## config.mk

```make
export PLATFORM = sky130hd
export DESIGN_NAME = mtc_front_flat
export DESIGN_NICKNAME = d
export VERILOG_FILES = /design/src/sv/mtc_pkg.sv /design/src/sv/mtc_if.sv /design/src/sv/mtc_front.sv /design/src/flat_wrapper.sv
export SDC_FILE = /design/constraint.sdc
export NUM_CORES = 1
export LEC_CHECK = 0
export BUFFER_PORTS_ARGS = -buffer_cell sky130_fd_sc_hd__buf_2
export CORE_AREA = 3 3 97 99
export CTS_CLUSTER_DIAMETER = 150
export DETAILED_ROUTE_END_ITERATION = 16
export DIE_AREA = 0 0 100 102
export PLACE_DENSITY = 0.7
export SYNTH_ARGS = -nofsm -noshare
export SYNTH_HDL_FRONTEND = slang
export SYNTH_SLANG_ARGS = --single-unit
export TNS_END_PERCENT = 20
```

## constraint.sdc

```tcl
create_clock -name clk -period 4.8 [get_ports clk]
set_clock_uncertainty 0.15 [all_clocks]
set_input_delay 0.96 -clock clk [delete_from_list [all_inputs] [get_ports clk]]
set_output_delay 0.96 -clock clk [all_outputs]
set_load 0.05 [all_outputs]
```

## src/sv/mtc_pkg.sv

```systemverilog
`timescale 1ns / 1ps
// Package: shared types, constants and register indexes of the magnetometer compensation block.
package mtc_pkg;

	// Register indexes of the configuration port
	localparam logic [2:0] REG_X_TRIM   = 3'd0;
	localparam logic [2:0] REG_Y_TRIM   = 3'd1;
	localparam logic [2:0] REG_XY_POLY  = 3'd2;
	localparam logic [2:0] REG_Z_GAIN   = 3'd3;
	localparam logic [2:0] REG_Z_BASE   = 3'd4;
	localparam logic [2:0] REG_Z_SLOPE  = 3'd5;
	localparam logic [2:0] REG_Z_OFFSET = 3'd6;
	localparam logic [2:0] REG_HALL_REF = 3'd7;

	localparam logic signed [12:0] XY_ADC_OVF = -13'sd4096;
	localparam logic signed [14:0] Z_ADC_OVF  = -15'sd16384;
	localparam logic signed [31:0] OVF_OUT    = -32'sd32768;
	localparam logic signed [31:0] OVF_WIDE   = 32'sh8000_0000;
	localparam logic signed [16:0] RATIO_ONE  = 17'sd16384;
	localparam logic signed [27:0] XY_BIAS    = 28'sh010_0000;
	localparam logic signed [9:0]  GAIN_BIAS  = 10'sd160;
	localparam logic [32:0]        Z_ROUND    = 33'd32768;

	// Divider: bits resolved per cycle and cycles per divide
	localparam int DIV_W     = 36;
	localparam int DIV_STEPS = 4;
	localparam int DIV_CYC   = DIV_W / DIV_STEPS;
	localparam logic [3:0] DIV_LAST = 4'(DIV_CYC - 1);

	typedef struct packed {
		logic [15:0]        x_trim;
		logic [15:0]        y_trim;
		logic [15:0]        xy_poly;
		logic [15:0]        z_gain;
		logic signed [15:0] z_base;
		logic signed [15:0] z_slope;
		logic signed [15:0] z_offset;
		logic [15:0]        hall_ref;
	} cfg_t;

	// Classified frame passed from front to back
	typedef struct packed {
		logic signed [12:0] mx;
		logic signed [12:0] my;
		logic signed [14:0] mz;
		logic [13:0]        rh;
		logic               ovf_x;
		logic               ovf_y;
		logic               ovf_z;
	} item_t;

endpackage

```

## src/sv/mtc_if.sv

```systemverilog
`timescale 1ns / 1ps
// Interfaces: input frame channel and compensated result channel.
interface mtc_in_if;
	logic               valid;
	logic               ready;
	logic signed [15:0] raw_x_word;
	logic signed [15:0] raw_y_word;
	logic signed [15:0] raw_z_word;
	logic [15:0]        raw_hall_word;
	modport source (output valid, raw_x_word, raw_y_word, raw_z_word, raw_hall_word,
		input ready);
	modport sink (input valid, raw_x_word, raw_y_word, raw_z_word, raw_hall_word,
		output ready);
endinterface


```

## src/sv/mtc_front.sv

```systemverilog
`timescale 1ns / 1ps
// Front end: takes raw frames, scales the words and flags the sentinel cases.
module mtc_front (
	input  logic                 clk,
	input  logic                 arst_n,
	mtc_in_if.sink               in_ch,
	input  mtc_pkg::cfg_t        cfg,
	output logic                 push,
	output mtc_pkg::item_t       push_item,
	input  logic                 push_ready
);
	logic           valid_s1;
	mtc_pkg::item_t item_s1;
	mtc_pkg::item_t item_d;
	logic           acc;

	assign in_ch.ready = !valid_s1 || push_ready;
	assign acc         = in_ch.valid && in_ch.ready;
	assign push        = valid_s1;
	assign push_item   = item_s1;

	// Scale raw words and classify
	always_comb begin
		item_d.mx    = 13'(in_ch.raw_x_word >>> 3);
		item_d.my    = 13'(in_ch.raw_y_word >>> 3);
		item_d.mz    = 15'(in_ch.raw_z_word >>> 1);
		item_d.rh    = in_ch.raw_hall_word[15:2];
		item_d.ovf_x = (item_d.mx == mtc_pkg::XY_ADC_OVF) || (item_d.rh == '0)
			|| (cfg.hall_ref == '0);
		item_d.ovf_y = (item_d.my == mtc_pkg::XY_ADC_OVF) || (item_d.rh == '0)
			|| (cfg.hall_ref == '0);
		item_d.ovf_z = (item_d.mz == mtc_pkg::Z_ADC_OVF) || (item_d.rh == '0)
			|| (cfg.z_gain == '0) || (cfg.z_base == '0);
	end

	always_ff @(posedge clk or negedge arst_n) begin
		if (!arst_n) begin
			valid_s1 <= 1'b0;
		end else if (acc) begin
			valid_s1 <= 1'b1;
		end else if (push_ready) begin
			valid_s1 <= 1'b0;
		end
	end

	always_ff @(posedge clk) begin
		if (acc) begin
			item_s1 <= item_d;
		end
	end
endmodule

```

## src/flat_wrapper.sv

```systemverilog
// flat-port wrapper written by rule: the top's interface ports become plain ports
module mtc_front_flat 
  (clk, arst_n, cfg, push, push_item, push_ready, in_ch_valid, in_ch_raw_x_word, in_ch_raw_y_word, in_ch_raw_z_word, in_ch_raw_hall_word, in_ch_ready);
  mtc_in_if in_ch_i ();
  input  logic clk;
  input  logic arst_n;
  input  mtc_pkg::cfg_t cfg;
  output logic push;
  output mtc_pkg::item_t push_item;
  input  logic push_ready;
  input wire logic [$bits(in_ch_i.valid)-1:0] in_ch_valid;
  input wire logic [$bits(in_ch_i.raw_x_word)-1:0] in_ch_raw_x_word;
  input wire logic [$bits(in_ch_i.raw_y_word)-1:0] in_ch_raw_y_word;
  input wire logic [$bits(in_ch_i.raw_z_word)-1:0] in_ch_raw_z_word;
  input wire logic [$bits(in_ch_i.raw_hall_word)-1:0] in_ch_raw_hall_word;
  output wire logic [$bits(in_ch_i.ready)-1:0] in_ch_ready;
  assign in_ch_i.valid = in_ch_valid;
  assign in_ch_i.raw_x_word = in_ch_raw_x_word;
  assign in_ch_i.raw_y_word = in_ch_raw_y_word;
  assign in_ch_i.raw_z_word = in_ch_raw_z_word;
  assign in_ch_i.raw_hall_word = in_ch_raw_hall_word;
  assign in_ch_ready = in_ch_i.ready;
  mtc_front u_core (.clk(clk), .arst_n(arst_n), .in_ch(in_ch_i), .cfg(cfg), .push(push), .push_item(push_item), .push_ready(push_ready));
endmodule
```

; ---- Word-level counts from Yosys, hierarchy flattened
; Cells that the tools add are included.
[totals]
regBits = 59
latchBits = 0
mem_bits_rw = 0
romBits = 0
inputBits = 196
out_inout_bits = 60
word_cells = 28
n_memories = 0
[op_classes]
addsub = 0
multipliers = 0
n_div = 0
n_lt_le_gt_ge = 0
n_eq_ne = 3
shifts = 0
mux = 2
bitwise_logic = 0
reduce_logical = 15
[op_table]
columns = operator, n
row1 = logical NOT 16 bit, 3
row2 = equality test 13 bit (second input constant), 2
row3 = equality test 15 bit (second input constant), 1
row4 = logical NOT 14 bit, 1
row5 = logical OR 1 bit, 8
row6 = 2-to-1 mux 1 bit, 2
row7 = nonzero test 2 bit, 1
row8 = logical AND 1 bit, 1
row9 = logical NOT 1 bit, 1

; ---- Depth between registers and ports, before layout
; Gate-level depths: netlist of the first run.
[logic_depth]
depth_word = 4
ltp_mapped = 3
mapped_depth_nobuf = 3

; ---- Worst setup path before layout of the first run
; No wires, ideal clock.
[synth_timing]
kind = in2reg
from = input port push_ready
to = register u_core.item_s1, in the netlist u_core.push_item[0], enable pin
setup_ns = 0.422
arrival_ns = 2.877
required_ns = 4.228
path_slack_ns = 1.351
stages = 2
path_buffers = 0
path_cell_list = nand2b_1 -> and2_1
[synth_between]
elab_chain_len = 2
[synth_lines]
columns = element, line
row1 = from (decl), flat_wrapper.sv:10  ; input logic push_ready;
row2 = logical OR 1 bit, mtc_front.sv:17  ; assign in_ch.ready = !valid_s1 || push_ready;
row3 = logical AND 1 bit, mtc_front.sv:18  ; assign acc = in_ch.valid && in_ch.ready;
row4 = named net u_core.acc, mtc_front.sv:15  ; logic acc;
row5 = to (signal assigned), mtc_front.sv:48  ; item_s1 <= item_d;
row6 = to (decl), mtc_front.sv:13  ; mtc_pkg::item_t item_s1;
; The timed path passes the listed nets, and every way through them passes these cells.
; A chain may end at the register's enable or synchronous reset.

; ---- Worst setup path in the final report of the first run
[layout_timing]
from = input port push_ready
to = output port in_ch_ready
[layout_between]
elab_chain_len = 1
[layout_lines]
columns = element, line
row1 = logical OR 1 bit, mtc_front.sv:17
row2 = to (decl), flat_wrapper.sv:16  ; output wire logic [$bits(in_ch_i.ready)-1:0] in_ch_ready;
; Every way passes these cells.

==> flow_metrics.tcl, run 1 <==
set metrics [dict create \
    syn_inst 100 \
    hold_class "primary input to asynchronous set/reset pin" \
    grt_pass1_wl_um 8493 \
    end_kind "output pin" \
    rsz0062_at_grt "no" \
    crit_slowest_cell "buf_2" \
    ir_drop_mv 0.2040 \
    gp_congestion 0.7383 \
    cp.buffers_inverters 2 \
    synth_edf_count 58 \
    dpl_cell_area_um2 3010 \
    setup_viol_count_final 0 \
    ys_top_cells_by_area "edfxtp_1 86%, nor4_1 4.9%, nand4_1 2.5%" \
    p_comb_share_pct 14.6 \
    syn_to_final_growth_pct 59.25 \
    slew_viol_final 0 \
    synth.most_common_cell "edfxtp_1" \
    ys_ff_latch 59 \
    clock_latency_ns 0.32 \
    clkPwrFrac_pct 39.7 \
    num_rows 34 \
    synth_top_area_share_pct 85.56 \
    drive_above_1_share_pct 65.37 \
    grt_overflow_total 0 \
    path_clk_slew_ns 0.06 \
    postRouteAntennaNets 0 \
    cts_sinks 59 \
    critPathArrivalTime_ns 1.43 \
    grt.total_usage_pct 11.38 \
    setup_tns_ns 0 \
    sw_frac_of_total_pct 25.12 \
    dr.pass1.iters 4 \
    synth_nets 296 \
    tightest_slew_ns 0.6339 \
    grt_pass1_vias 1686 \
    cp.required_ns 3.69 \
    holdBufCountCts 0 \
    status "complete, no violations" \
    stdcell_area_um2 3242 \
    worst-path-max-fanout 3 \
    fin_crit_ns 2.538 \
    grt_max_degree 33 \
    synth.largest_area_cell "edfxtp_1" \
    p_sw_uw 333.3 \
    totalWireLength_um 6008 \
    max_freq_mhz 394.0 \
    path_depth 3 \
    cpMostUsedCell "buf_2" \
    cts_max_level 3 \
    cts_tree "done" \
    cts_resized 0 \
    hold_violations 0 \
    p_leak_uw 0.001393 \
    crit_chain "buf_2 > nand2b_1 > buf_2" \
    root_buffer "clkbuf_8" \
    synth_flop_cell "edfxtp_1" \
    intPower_uw 993.8 \
    yosysUniqueCellTypes 11 \
    post_cts_buffers 0 \
    numPortBuffers 166 \
    start_util_pct 23.57 \
    ff2ff_path_depth 3 \
    grt_antenna_before_repair 0 \
    wire_per_inst_um 15.37 \
    dieArea_um2 10200 \
    via_per_inst 4.292 \
    worstSetupPathType "primary input to output pin" \
    crit_path_start_kind "primary input" \
    finalPower_uw 1327 \
    yosysSeqAreaShare_pct 86.79 \
    period_share_pct 52.87 \
    nets 474 \
    powerDensity_nw_per_um2 409.4 \
    num_vias 1678 \
    pwr-share-seq_pct 45.6 \
    clk_path_buf_depth 2 \
    drt-initial-drc-count 47 \
    num_antenna_cells 0 \
    critPathMaxStageDelay_ns 0.22 \
    hpwl_um 4970 \
    slew_headroom_pct 57.74 \
    yosysWarnings 0 \
    io_pins 256 \
    die_y_um 102 \
    numCtsBuffers 9 \
    path_delay_family "buffers and inverters" \
    async_flop_share_pct 1.695 \
    coreArea_um2 8636 \
    drc_errors 0 \
    drv_cap 0 \
    die_w_um 100 \
    syn_area_per_cell_um2 20.36 \
    syn_area_um2 2036 \
    synthTopCellsByCount "58 x edfxtp_1, 16 x nor4_1, 8 x nand4_1" \
]
metal layers:
metal | global-route usage, % | vias to the layer above | part of all wire (%)
li1 | - | 791 | -
met1 | 12.79 | 758 | 36
met2 | 18.93 | 116 | 50
met3 | 4.232 | 13 | 12
met4 | 6.010 | 0 | 2.5
met5 | 0 | - | 0
cell usage in the layout, fill, tap and decap left out, drive strengths merged:
cell / synthesis / layout
bufinv: 0 / 3
nand2b: 2 / 2
buf: 0 / 167
dfrtp: 1 / 1
nor4b: 3 / 3
nor4: 19 / 19
nand3: 2 / 2
clkinv: 0 / 3
clkbuf: 0 / 10
nand4: 8 / 8
edfxtp: 58 / 58
and2: 1 / 1
nor3: 3 / 3
nor2: 3 / 3
through the flow:
stage | util (%) | hold slack (ns) | setup slack [ns] | std cells
floorplan | - | 0.5144 | 1.351 | 100
CTS | 37.54 | 0.2399 | 2.262 | 391
detailed placement | 34.86 | 0.3616 | 2.010 | 375
global placement | 34.86 | 0.3518 | 2.091 | 375
finish | 37.54 | 0.2558 | 2.262 | 391
global route | 37.54 | 0.2291 | 2.219 | 391
cell families (layout without fill, tap and decap cells):
group                  count (synthesis)  in the layout  share of synthesized area (%)
buffers and inverters                  0            183                              0
AND/OR/NAND/NOR                       41             41                          13.22
flip-flops                            59             59                          86.79
power groups by stage:
stage	logic, uW	registers [uW]	clock network, uW
after global placement	193	616	0
final	194	606	527
after CTS	196	606	543
after floorplan	17.3	714	0
after global routing	204	608	568
after detailed placement	196	617	0
final cells by class:
type	count	area, um^2
Multi-Input combinational cell	41	270.3
Tap cell	108	135.1
Sequential cell	59	1767
Fill cell	840	5394
Timing Repair Buffer	167	838.3
Clock inverter	6	103.9
Clock buffer	10	127.6
final timing paths:
| kind | to | slack (ns) | start |
|---|---|---|---|
| max in group asynchronous | u_core.push | 4.15 | arst_n |
| hold / removal | u_core.push | 0.26 | arst_n |
| setup reg to reg | u_core.push_item[41] | 2.74 | u_core.push |
| min in group clk | u_core.push | 0.38 | u_core.push |
| hold reg to reg | u_core.push | 0.38 | u_core.push |
| setup / recovery | in_ch_ready | 2.26 | push_ready |
flip-flops by register name, indices dropped and copies added, names as in the netlist:
name              count
u_core.push           1
u_core.push_item     58
No activity file was read; power rests on OpenSTA's default activity.
==> run 2: changes to the inputs <==
--- a/config.mk
+++ b/config.mk
@@ -6,11 +6,11 @@
 export NUM_CORES = 1
 export LEC_CHECK = 0
 export BUFFER_PORTS_ARGS = -buffer_cell sky130_fd_sc_hd__buf_2
-export CORE_AREA = 3 3 97 99
+export CORE_AREA = 3 3 99 101
 export CTS_CLUSTER_DIAMETER = 150
 export DETAILED_ROUTE_END_ITERATION = 16
-export DIE_AREA = 0 0 100 102
-export PLACE_DENSITY = 0.7
+export DIE_AREA = 0 0 102 104
+export PLACE_DENSITY = 0.71
 export SYNTH_ARGS = -nofsm -noshare
 export SYNTH_HDL_FRONTEND = slang
 export SYNTH_SLANG_ARGS = --single-unit
==> constraint.sdc (replaced) <==
create_clock -name clk -period 2.3 [get_ports clk]
set_clock_uncertainty 0.15 [all_clocks]
set_input_delay 0.46 -clock clk [delete_from_list [all_inputs] [get_ports clk]]
set_output_delay 0.46 -clock clk [all_outputs]
set_load 0.05 [all_outputs]
==> flow_metrics.tcl, run 2 (synthesis gave the netlist of run 1 again) <==
set metrics [dict create \
    tightest_slew_ns 0.4145 \
    crit_path_start_kind "register" \
    critPathLaunch "u_core.push" \
    largest_reg_flops 58 \
    drive_above_1_share_pct 65.49 \
    crit_path_end "in_ch_ready" \
    max_freq_mhz 593.6 \
    path_clk_slew_ns 0.07 \
    finalPower_uw 2466 \
    coreArea_um2 9109 \
    hold_violations 0 \
    ir_drop_mv 0.2797 \
    p_leak_uw 0.001368 \
    syn_to_final_growth_pct 57.34 \
    wire_per_inst_um 15.79 \
    ff2ff_path_depth 3 \
    finalWorstSetupSlack_ns 0.6154 \
    numPortBuffers 166 \
    r2r_slack_ns 0.74 \
    critPathArrivalTime_ns 1.07 \
    stdcell_area_um2 3203 \
    io_pins 256 \
    drt-initial-drc-count 45 \
    worst-path-max-fanout 3 \
    cts_sinks 59 \
    reg2reg_to "u_core.push_item[46]" \
    die_w_um 102 \
    rsz0062_at_grt "no" \
    dieArea_um2 10610 \
    hold_depth 1 \
    grt_antenna_before_repair 0 \
    num_antenna_cells 0 \
    drc_errors 0 \
    r2r-start "u_core.push" \
    totalWireLength_um 6239 \
    end_kind "output pin" \
    hpwl_um 5050 \
    period_share_pct 73.24 \
    slew_viol_final 0 \
    grt.total_usage_pct 11.29 \
    clk_path_buf_depth 2 \
    cts_tree "done" \
    root_buffer "clkbuf_8" \
    via_per_inst 4.311 \
    status "complete, no violations" \
    numCtsBuffers 9 \
    num-fill-cells 916 \
    setup_tns_ns 0 \
    grt_pass1_vias 1726 \
    start_util_pct 22.35 \
    drv_cap 0 \
    pre_cts_ws_ns 0.5256 \
    clock_latency_ns 0.32 \
    grt_pass1_wl_um 8804 \
    dr.pass1.iters 4 \
    num_rows 35 \
    grt_max_degree 29 \
    nets 476 \
    powerDensity_nw_per_um2 769.8 \
    hold_class "primary input to register" \
    fin_crit_ns 1.685 \
    setup_viol_count_final 0 \
    die_y_um 104 \
    layout_commonest_cell "buf_2" \
    cp.required_ns 1.69 \
    slew_headroom_pct 71.97 \
    grt_overflow_total 0 \
    layout_common_cells "166 x buf_2, 58 x edfxtp_1, 16 x nor4_1" \
    postRouteAntennaNets 0 \
    gp_congestion 0.7022 \
    cts_resized 0 \
    min_from "in_ch_raw_x_word[3]" \
    dpl_cell_area_um2 3035 \
    num_vias 1703 \
    worstSetupPathType "register to output pin" \
    cts_max_level 3 \
]
[run 2: changes by cell type in the layout (fill, tap and decap cells not counted)]
| cell | previous run | this run |
|---|---|---|
| dlygate4sd3_1 | 0 | 1 |
| clkbuf_1 | 1 | 0 |
| clkinv_2 | 2 | 3 |
| and2_4 | 0 | 1 |
| clkinvlp_4 | 0 | 2 |
| buf_12 | 0 | 1 |
| bufinv_16 | 3 | 0 |
| and2_2 | 1 | 0 |
[run 2: worst min-delay path by stage]
stage                                      end  slack, ns
final                     u_core.push_item[45]       0.17
after detailed placement           u_core.push       0.09
after floorplan                    u_core.push       0.01
after global routing      u_core.push_item[45]       0.14
after CTS                 u_core.push_item[45]       0.15
after global placement             u_core.push       0.08
[run 2: cell type report]
class                      instances  area [um^2]  share of cell area [%]
clock buffer                       9        123.9                   3.867
clock inverter                     6        33.78                   1.055
multi-input combinational         41        271.5                   8.477
sequential                        59         1767                   55.16
tap                              111        138.9                   4.336
timing repair buffer             169        868.3                   27.11
[run 2: metrics by stage]
| step | util [%] | hold slack (ns) | instances |
|---|---|---|---|
| after global placement | 33.32 | 0.08495 | 379 |
| after global routing | 35.16 | 0.1406 | 395 |
| after CTS | 35.16 | 0.1497 | 395 |
| after floorplan | - | 0.01441 | 100 |
| after detailed placement | 33.32 | 0.08610 | 379 |
| final | 35.16 | 0.1664 | 395 |
[run 2: repair_timing]
item / 4_1_cts / 5_1_grt
hold endpoints to repair: 1 / 0
buffers inserted: 0 / 0
hold buffers: 1 / 0
[run 2: power by group]
group          leakage [uW]  internal [uW]  switching [uW]
Combinational      0.000725            117             297
Sequential         0.000565           1250            12.5
Clock             0.0000783            375             415
Total               0.00137           1740             725
[run 2: layer usage]
metal	vias to the layer above	global-route usage (%)	wire length [um]
met5	-	0	5
li1	788	-	-
met4	2	4.499	119
met2	137	18.94	2967
met1	763	11.90	2337
met3	13	5.634	808
[run 2: critical path: stages, from the launching register on]
cell      delay [ns]
dfrtp_1         0.37
nand2b_1        0.10
buf_2           0.27
