**src/sv/mtc_pkg.sv**
```systemverilog
`timescale 1ns / 1ps
// Package: shared types, constants and register indexes of the magnetometer compensation block.
package mtc_pkg;

	// Register indexes of the configuration port
	localparam logic [2:0] REG_X_TRIM   = 3'd0;
	localparam logic [2:0] REG_Y_TRIM   = 3'd1;
	localparam logic [2:0] REG_XY_POLY  = 3'd2;
	localparam logic [2:0] REG_Z_GAIN   = 3'd3;
	localparam logic [2:0] REG_Z_BASE   = 3'd4;
	localparam logic [2:0] REG_Z_SLOPE  = 3'd5;
	localparam logic [2:0] REG_Z_OFFSET = 3'd6;
	localparam logic [2:0] REG_HALL_REF = 3'd7;

	localparam logic signed [12:0] XY_ADC_OVF = -13'sd4096;
	localparam logic signed [14:0] Z_ADC_OVF  = -15'sd16384;
	localparam logic signed [31:0] OVF_OUT    = -32'sd32768;
	localparam logic signed [31:0] OVF_WIDE   = 32'sh8000_0000;
	localparam logic signed [16:0] RATIO_ONE  = 17'sd16384;
	localparam logic signed [27:0] XY_BIAS    = 28'sh010_0000;
	localparam logic signed [9:0]  GAIN_BIAS  = 10'sd160;
	localparam logic [32:0]        Z_ROUND    = 33'd32768;

	// Divider: bits resolved per cycle and cycles per divide
	localparam int DIV_W     = 36;
	localparam int DIV_STEPS = 4;
	localparam int DIV_CYC   = DIV_W / DIV_STEPS;
	localparam logic [3:0] DIV_LAST = 4'(DIV_CYC - 1);

	typedef struct packed {
		logic [15:0]        x_trim;
		logic [15:0]        y_trim;
		logic [15:0]        xy_poly;
		logic [15:0]        z_gain;
		logic signed [15:0] z_base;
		logic signed [15:0] z_slope;
		logic signed [15:0] z_offset;
		logic [15:0]        hall_ref;
	} cfg_t;

	// Classified frame passed from front to back
	typedef struct packed {
		logic signed [12:0] mx;
		logic signed [12:0] my;
		logic signed [14:0] mz;
		logic [13:0]        rh;
		logic               ovf_x;
		logic               ovf_y;
		logic               ovf_z;
	} item_t;

endpackage

```
**src/sv/mtc_queue.sv**
```systemverilog
`timescale 1ns / 1ps
// Two-entry queue between front and back.
module mtc_queue (
	input  logic           clk,
	input  logic           arst_n,
	input  logic           push,
	input  mtc_pkg::item_t push_item,
	output logic           push_ready,
	input  logic           pop,
	output logic           pop_valid,
	output mtc_pkg::item_t pop_item
);
	mtc_pkg::item_t mem_q [2];
	logic           wr_q;
	logic           rd_q;
	logic [1:0]     cnt_q;
	logic           do_push;
	logic           do_pop;

	assign push_ready = (cnt_q != 2'd2);
	assign pop_valid  = (cnt_q != 2'd0);
	assign pop_item   = mem_q[rd_q];
	assign do_push    = push && push_ready;
	assign do_pop     = pop && pop_valid;

	// Pointers and fill count
	always_ff @(posedge clk or negedge arst_n) begin
		if (!arst_n) begin
			wr_q  <= 1'b0;
			rd_q  <= 1'b0;
			cnt_q <= 2'd0;
		end else begin
			if (do_push) wr_q <= !wr_q;
			if (do_pop) rd_q <= !rd_q;
			if (do_push && !do_pop) cnt_q <= cnt_q + 2'd1;
			else if (do_pop && !do_push) cnt_q <= cnt_q - 2'd1;
		end
	end

	always_ff @(posedge clk) begin
		if (do_push) begin
			mem_q[wr_q] <= push_item;
		end
	end
endmodule

```
**config.mk**
```make
export PLATFORM = sky130hd
export DESIGN_NAME = mtc_queue
export DESIGN_NICKNAME = d
export VERILOG_FILES = /design/src/sv/mtc_pkg.sv /design/src/sv/mtc_queue.sv
export SDC_FILE = /design/constraint.sdc
export NUM_CORES = 1
export LEC_CHECK = 0
export BUFFER_PORTS_ARGS = -buffer_cell sky130_fd_sc_hd__buf_2
export CORE_UTILIZATION = 56
export DETAILED_ROUTE_END_ITERATION = 6
export PLACE_DENSITY_LB_ADDON = 0.3
export SYNTH_ARGS = -nofsm -noshare
export SYNTH_HDL_FRONTEND = slang
export SYNTH_SLANG_ARGS = --single-unit
```
**constraint.sdc**
```tcl
create_clock -name clk -period 11.07 [get_ports clk]
set_input_delay 0.5535 -clock clk [delete_from_list [all_inputs] [get_ports clk]]
set_output_delay 0.5535 -clock clk [all_outputs]
set_load 0.03 [all_outputs]
```
* After elaboration in Yosys (flattened, before gate mapping)
Memories as Yosys holds them, arrays and structs flattened.
Index checks and enable logic that the tools add are counted.
** Cells by class
- Multiplexer cells :: 4
- Reduce and logical (&&, ||, !) cells :: 10
- Add/sub/neg operators :: 2
- Equal/unequal tests :: 1
** Operator list (count)
- $logic_and 1x1->1 :: 4
- $logic_not 1->1 :: 4
- $mux 2 :: 2
- $reduce_bool 2->1 :: 2
- $add 2x1->2 const B :: 1
- $mux 1 :: 2
- $ne 2x2->1 const B :: 1
- $sub 2x1->2 const B :: 1
** Storage, ports and cells
- Input port bits :: 62
- Register bits after elaboration :: 4
- Memories :: 1
- RAM bits :: 116
** Memory list
- mem_q :: depth 2, bits a word 58, read ports 1, clocked after Yosys merged registers in 0, wr ports 1, line mtc_queue.sv:13 : mtc_pkg::item_t mem_q [2];

* Depth between registers and ports, before layout
Gate-level depths: netlist (run 1).
- Word-level depth :: 6
- Depth in mapped cells :: 7
- Depth with buffers taken out :: 7

* Worst setup path before layout (run 1)
Ideal clock, no wire load.
- Path kind :: register to register
- From :: reg cnt_q[0]
- To :: mem mem_q[0][0] in the netlist's numbering (enable)
- Data required time :: 10596 ps
- Path buffers :: 0
- Setup slack :: 7277 ps
- Cell stages (with the launch flop) :: 4
- Data arrival time :: 3319 ps
- Path through :: dfrtp_1 nand2b_1 nand2_1 nor2_1
** On the way
- Cells in the longest elaborated chain, start to end :: 4
** RTL lines
- from (decl) :: line mtc_queue.sv:16 : logic [1:0] cnt_q;
- from (signal assigned) :: line mtc_queue.sv:35 : if (do_push && !do_pop) cnt_q <= cnt_q + 2'd1;
- from (signal assigned) :: line mtc_queue.sv:36 : else if (do_pop && !do_push) cnt_q <= cnt_q - 2'd1;
- $ne 2x2->1 :: line mtc_queue.sv:20 : assign push_ready = (cnt_q != 2'd2);
- net push_ready :: line mtc_queue.sv:8 : output logic push_ready,
- $logic_and 1x1->1 :: line mtc_queue.sv:23 : assign do_push = push && push_ready;
- $mux 1 :: line mtc_queue.sv:41 : if (do_push) begin
- $mux 1 (not written as such) :: line mtc_queue.sv:42 : mem_q[wr_q] <= push_item;
- to (decl) :: line mtc_queue.sv:13
The timed path passes the listed nets, and every way through them passes these cells.

==> key figures, run 1 <==
Final layout
  • Sequential cell area: 0.00358 sq mm
  • Post-layout instance area: 0.00570 sq mm
  • Share of cells above drive strength 1: 61.9%
  • Area of the multi-input gates: 790 sq um
  • Layout net count: 399
  • Synthesis-to-finish area growth: 28.7%
  • Fillcell total: 479
  • Most common cell after layout, fill and taps aside: buf_2
  • N_diodes: 0
  • Most frequent cells in the layout: buf_2 (121), edfxtp_1 (116), mux2_2 (48)
  • Final core occ: 74.1%

Clock tree
  • Root Driver: clkbuf_8
  • Clock sinks: 120
  • Maximum clock path buffer count: 2
  • TritonCTS clock tree: done
  • Clock-pin transition on the worst setup and hold timing paths: 50 ps
  • CTS buffer count: 17
  • Htree depth: 4
  • Clk Latency, worst-skew pair: 490 ps
  • Post-CTS Repair Setup Buffers: 0

Worst setup path
  • Critical path origin: rd_q$_DFFE_PN0P_
  • Top Family by Delay on Critical Path: buffers and inverters
  • Worst-path fanout max: 40
  • Reg2reg end: mem_q[0][31]$_DFFE_PP_
  • Reg2Reg Setup Slack: 8790 ps
  • Crit path depth: 3
  • R2r worst-path depth: 4
  • Buf+Inv Stages, Crit Path: 2
  • CP max stage delay: 690 ps
  • FF-to-FF Start: cnt_q[0]$_DFFE_PN0P_
  • Critical path class: register to output pin
  • CP endpoint kind: output pin
  • CP startpoint kind: register
  • CP Capture Point: pop_item[25]
  • Critical-path cell list: buf_4, mux2_2, buf_2
  • WP data required: 10520 ps
  • Worst path slowest cell: dfrtp_2
  • Worst EP arrival: 2370 ps

Drt
  • Initial DRT Pass Iterations: 7
  • Vias: 2267
  • Antenna-violating nets left: 0
  • DR iter-0 viols: 47
  • Routed WL per cell: 16.1 um
  • DRC errors left: 0
  • Drt total wl: 7260 um
  • Routed vias/inst: 5.03

Power
  • Clk pwr share: 28.7%
  • Pwr Density: 303 mW/mm^2
  • PnR Total Power: 0.00173 W
  • Pint: 0.00114 W
  • Reg power frac: 38.4%
  • VDD IR max: 169 uV
  • Switching Share: 33.9%
  • Cell leakage power: 2.21 nW
  • Sw Pwr: 0.000586 W
  • Comb power frac: 32.9%

Worst hold path
  • Worst hold path type: input port to register

Placement
  • GPL Wtd Cong: 0.660
  • Port buffer count: 121
  • Area after DPL: 0.00513 sq mm
  • Hpwl dp: 4480 um

Timing
  • Crit share post-route: 26.4%
  • Setup TNS Final: 0 ps
  • Setup Skew: 5.41 ps
  • Fmax achieved: 0.343 GHz
  • Final Hold Fails: 0
  • Slew Limit Fails: 0
  • Least-Margin Pin Slew: 839 ps
  • Unrepaired setup endpoints after global routing: no
  • Rel. slew slack: 43.9%
  • Setup Viol. Count Final: 0
  • Tmin final: 2920 ps

Floorplan
  • Core Rows: 32
  • Core ar.: 0.00769 sq mm
  • Boundary pin count: 122
  • Die Y: 90.9 um
  • Die X: 90.9 um
  • Initial core utilization: 57.6%
  • Die ar.: 0.00826 sq mm

GRT
  • First-pass GRT wire length: 11300 um
  • Largest net degree at the start of global routing: 41
  • Vias in the first global route: 2341
  • Grt ovf: 0
  • Total track usage: 18.9%
  • Initial antenna violation count: 0

Synthesis
  • Syn_nets: 262
  • Synth Area per Inst: 22.2 sq um
  • Synth unique cells: 16
  • Yosys warning count: 0
  • Synthesized area: 0.00443 sq mm
  • Post-synthesis sequential area ratio: 81.0%
  • Post-Synthesis Cells: 199
  • Flops & latches, synth: 120

Run
  • Max-cap violations: 0

Outcome
  • Status: finished, final reports clean
[metal layers]
metal	GRT usage (%)	part of all wire, %
met4	7.01	0.92
met3	7.24	5.8
met5	0	0
met1	22.0	40
met2	31.8	53
[through the flow]
stage                     instances  hold slack [ps]  setup slack, ps
after floorplan                 199              258             7280
after global placement          418              370             8630
after detailed placement        418              368             8630
after CTS                       451              219             8100
after global routing            451              214             8000
final                           451              248             8150
[power by group through the flow]
stage	clock, W	sequential [W]	combinational (W)
floorplan	0	0.000655	0.000455
finish	0.000496	0.000664	0.000568
global route	0.000524	0.000676	0.000600
global placement	0	0.000667	0.000570
detailed placement	0	0.000673	0.000572
CTS	0.000504	0.000666	0.000576
[sequential cells by signal, indices dropped and copies added (netlist names)]
register,count
mem_q,116
cnt_q,2
rd_q,1
wr_q,1
[logic make-up after synthesis]
| group | count (synthesis) | share of synthesized area, % |
|---|---|---|
| XOR/XNOR | 5 | 0.990 |
| adder cells (fa/ha/maj) | 1 | 0.283 |
| buffers and inverters | 8 | 1.39 |
| flip-flops | 120 | 81.0 |
| multiplexers | 58 | 15.6 |
| AND/OR/NAND/NOR | 7 | 0.764 |
[final cells by class]
cell class,instances,area share [%]
Sequential cell,120,62.9
Multi-Input combinational cell,71,13.9
Timing Repair Buffer,125,11.2
Clock buffer,19,7.40
Clock inverter,13,2.31
Tap cell,102,2.24
Inverter,1,0.0659
[worst reg2reg max path, delay by kind of cell, from the launching register on]
| family | cells | cell delay, ps |
|---|---|---|
| DFF | 1 | 400 |
| buffers and inverters | 1 | 510 |
| and+or+nand+nor | 3 | 1010 |
[worst min-delay path by stage]
stage,start,depth (start not counted),end
floorplan,arst_n,0,cnt_q[0]$_DFFE_PN0P_
global placement,arst_n,1,wr_q$_DFFE_PN0P_
detailed placement,arst_n,1,cnt_q[1]$_DFFE_PN0P_
CTS,push_item[13],1,mem_q[1][13]$_DFFE_PP_
global route,push_item[12],1,mem_q[1][12]$_DFFE_PP_
finish,push_item[13],1,mem_q[1][13]$_DFFE_PP_
[Yosys cell counts, drive strengths merged]
library cell	number	area, sq um
mux2	58	691
nand2b	1	6.26
and3	1	6.26
or2	1	6.26
nand2	2	7.51
nor2	2	7.51
edfxtp	116	3480
xnor2	3	26.3
buf	7	57.6
ha	1	12.5
xor2	2	17.5
dfrtp	4	100
inv	1	3.75
[timing repair]
action | in CTS | in global routing
gates resized for setup | 0 | 0
endpoints found under the hold margin | 4 | 0
hold buffers | 1 | 0
Power figures use the tool's default switching activity.
==> run 2: changes to the inputs <==
--- a/config.mk
+++ b/config.mk
@@ -5,8 +5,9 @@
 export SDC_FILE = /design/constraint.sdc
 export NUM_CORES = 1
 export LEC_CHECK = 0
+export ABC_AREA = 1
 export BUFFER_PORTS_ARGS = -buffer_cell sky130_fd_sc_hd__buf_2
-export CORE_UTILIZATION = 56
+export CORE_UTILIZATION = 52
 export DETAILED_ROUTE_END_ITERATION = 6
 export PLACE_DENSITY_LB_ADDON = 0.3
 export SYNTH_ARGS = -nofsm -noshare
==> constraint.sdc (replaced) <==
create_clock -name clk -period 2.8 [get_ports clk]
set_input_delay 0.14 -clock clk [delete_from_list [all_inputs] [get_ports clk]]
set_output_delay 0.14 -clock clk [all_outputs]
set_load 0.03 [all_outputs]
==> run 2 against run 1 <==
Against the previous run: non-clock buffer count rose by 62; hold slack got worse by 120 ps; final area rose by 12%; critical path type unchanged; sequential cell count did not move.
==> key figures, run 2 <==
Outcome
  • Status: finished, final reports clean (unchanged)

Synthesis
  • Main area contributors after synthesis: edfxtp_1 (78%), nand2_1 (16%), dfrtp_1 (2.3%) (was edfxtp_1 (79%), mux2_2 (12%), mux2_4 (3.4%))
  • Synth unique cells: 14 (was 16)
  • Flops & latches, synth: 120 (unchanged)
  • Post-Synth Adder-Cell Area: 0.282% (was 0.283%)
  • Asr flop ratio synth: 3.33% (unchanged)
  • Yosys warning count: 0 (unchanged)
  • Commonest cells post-synth: nand2_1 (184), edfxtp_1 (116), buf_2 (8) (was edfxtp_1 (116), mux2_2 (48), mux2_4 (10))
  • Xor/xnor share of the synthesized area: 0.394% (was 0.990%)
  • Post-Synthesis Cells: 332 (was 199)
  • Post-Synth Simple-Gate Area: 16.1% (was 0.763%)
  • Syn_nets: 395 (was 262)
  • Synth Area per Inst: 13.4 sq um (was 22.2 sq um)
  • Synth Flop Type: edfxtp_1 (unchanged)
  • Most common cell in the netlist: nand2_1 (was edfxtp_1)
  • Post-synthesis mux area share: 0% (was 15.6%)
  • Largest family of logic cells by synthesized area: simple AND/OR/NAND/NOR gates (was multiplexers)
  • Post-synthesis sequential area ratio: 80.7% (was 81.0%)
  • Synthesized area: 0.00444 sq mm (was 0.00443 sq mm)
  • Synth top area share: 78.4% (was 78.7%)
  • Number of synthesized flops with an enable pin: 116 (unchanged)
  • Cell taking the most area after synthesis: edfxtp_1 (unchanged)
  • Compound-Gate Fraction of Synth Area: 0% (unchanged)

Final layout
  • Top reg by flops: mem_q (unchanged)
  • Most frequent cells in the layout: nand2_1 (184), buf_2 (121), edfxtp_1 (116) (was buf_2 (121), edfxtp_1 (116), mux2_2 (48))
  • Share of cells above drive strength 1: 29.6% (was 61.9%)
  • Layout net count: 588 (was 399)
  • Finished Layout Cells: 643 (was 451)
  • Synthesis-to-finish area growth: 44.2% (was 28.7%)
  • Top Registers: mem_q: 116 flops, cnt_q: 2 flops (unchanged)
  • Most common cell after layout, fill and taps aside: nand2_1 (was buf_2)
  • Max reg flops: 116 (unchanged)
  • Final core occ: 77.6% (was 74.1%)
  • N_diodes: 0 (unchanged)

Drt
  • Routed vias/inst: 4.79 (was 5.03)
  • Initial DRT Pass Iterations: 4 (was 7)
  • DR iter-0 viols: 128 (was 47)
  • Antenna-violating nets left: 0 (unchanged)
  • Routed WL per cell: 14.3 um (was 16.1 um)
  • Vias: 3078 (was 2267)
  • Drt total wl: 9200 um (was 7260 um)
  • DRC errors left: 0 (unchanged)

Clock tree
  • CTS buffer count: 17 (unchanged)
  • Clock-pin transition on the worst setup and hold timing paths: 50 ps (about the same)
  • TritonCTS clock tree: done (unchanged)
  • Clock sinks: 120 (unchanged)
  • Root Driver: clkbuf_8 (unchanged)
  • Clk Latency, worst-skew pair: 500 ps (was 490 ps)
  • Maximum clock path buffer count: 2 (unchanged)
  • Post-CTS Repair Setup Buffers: 0 (unchanged)
  • Htree depth: 4 (unchanged)

Timing
  • Unrepaired setup endpoints after global routing: no (unchanged)
  • Final Hold Fails: 0 (unchanged)
  • Slew Limit Fails: 0 (unchanged)
  • Fmax achieved: 0.458 GHz
  • Setup TNS Final: 0 ps (unchanged)
  • Crit share post-route: 77.9%
  • Rel. slew slack: 58.2% (was 43.9%)
  • Final setup margin: 618 ps (was 8150 ps)
  • Setup Skew: 6.12 ps (was 5.41 ps)
  • Least-Margin Pin Slew: 627 ps (was 839 ps)
  • Setup Viol. Count Final: 0 (unchanged)
  • Tmin final: 2180 ps

GRT
  • First-pass GRT wire length: 14000 um (was 11300 um)
  • Total track usage: 22.0% (was 18.9%)
  • Vias in the first global route: 3046 (was 2341)
  • Grt ovf: 0 (unchanged)
  • Initial antenna violation count: 0 (unchanged)
  • Largest net degree at the start of global routing: 60 (was 41)

Placement
  • Pre-CTS setup slack: 904 ps (was 8630 ps)
  • Port buffer count: 121 (unchanged)
  • Placed cell count: 550 (was 418)
  • Hpwl dp: 4990 um (was 4480 um)
  • GPL Wtd Cong: 0.679 (was 0.660)

Worst setup path
  • CP startpoint kind: register (unchanged)
  • Reg2Reg Setup Slack: 930 ps (was 8790 ps)
  • R2r worst-path depth: 5 (was 4)
  • CP endpoint kind: output pin (unchanged)
  • Worst EP arrival: 2040 ps (was 2370 ps)
  • Worst-path fanout max: 30 (was 40)
  • Critical path class: register to output pin (unchanged)
  • WP data required: 2660 ps (was 10520 ps)

Power
  • VDD IR max: 731 uV (was 169 uV)
  • Pwr Density: 1170 mW/mm^2 (was 303 mW/mm^2)
  • Cell leakage power: 2.79 nW (was 2.21 nW)

Floorplan
  • Core ar.: 0.00826 sq mm (was 0.00769 sq mm)
  • Die X: 94.4 um (was 90.9 um)
  • Core Rows: 33 (was 32)
  • Initial core utilization: 53.8% (was 57.6%)
  • Die Y: 94.4 um (was 90.9 um)
  • Boundary pin count: 122 (unchanged)
  • Die ar.: 0.00892 sq mm (was 0.00826 sq mm)

Worst hold path
  • Worst hold path type: input port to register (unchanged)
  • Worst hold path depth: 3 (was 1)

Run
  • Max-cap violations: 0 (unchanged)
[run 2: cell types whose count changed after synthesis, moves of 2 or more]
| cell | previous run | this run |
|---|---|---|
| mux2_4 | 10 | 0 |
| inv_1 | 1 | 6 |
| buf_2 | 4 | 8 |
| xnor2_1 | 3 | 1 |
| buf_4 | 0 | 2 |
| mux2_2 | 48 | 0 |
| nand3_1 | 0 | 2 |
| nand2_1 | 2 | 184 |
[run 2: timing repair]
action | CTS | global route
hold buffers | 61 | 0
gates resized for setup | 0 | 0
endpoints found under the setup margin | 0 | 0
hold endpoints to repair | 121 | 0
[run 2: cell type report]
class / instances / area, sq um
tap: 105 / 131
multi-input combinational: 192 / 759
clock buffer: 19 / 422
fill: 502 / 1850
sequential: 120 / 3580
inverter: 7 / 26.3
clock inverter: 13 / 203
timing repair buffer: 187 / 1280
[run 2: path summary, 6_finish.rpt]
path	from	to
setup reg to reg	cnt_q[0]$_DFFE_PN0P_	mem_q[0][7]$_DFFE_PP_
hold reg to reg	cnt_q[0]$_DFFE_PN0P_	cnt_q[0]$_DFFE_PN0P_
setup / recovery	rd_q$_DFFE_PN0P_	pop_item[1]
max in group asynchronous	arst_n	rd_q$_DFFE_PN0P_
min in group asynchronous	arst_n	wr_q$_DFFE_PN0P_
hold / removal	push	wr_q$_DFFE_PN0P_
[run 2: critical path, cell delays in order (launching register included)]
cell and delay (ps):
dfrtp_2 400, inv_2 420, buf_4 310, nand2_1 90, nand2_1 100, buf_2 210
[run 2: report_power, final]
part           leakage [nW]  switching [W]  total, W  internal (W)
clock                 0.291       0.000733   0.00226       0.00153
combinational          1.37        0.00197   0.00266      0.000693
sequential             1.13       0.000107   0.00257       0.00246
total                  2.79        0.00281   0.00749       0.00468
[run 2: logic make-up (layout without fill, tap and decap cells)]
logic type,Yosys count,in the layout
simple gates,189,189
flops,120,120
buf+inv,20,226
xor+xnor,2,2
fa+ha+maj,1,1
[run 2: layer usage]
layer	GRT usage, %	part of all wire, %
met3	6.04	6.7
met4	12.2	1.4
met5	0	0
met2	38.7	52
met1	24.1	40
[run 2: metrics by stage]
stage	hold WS (ps)	instance area, sq um	total power, W
floorplan	-156	4440	0.00446
global placement	-49.0	5170	0.00514
detailed placement	-45.9	5170	0.00518
CTS	110	6400	0.00751
global route	133	6400	0.00784
finish	124	6400	0.00749
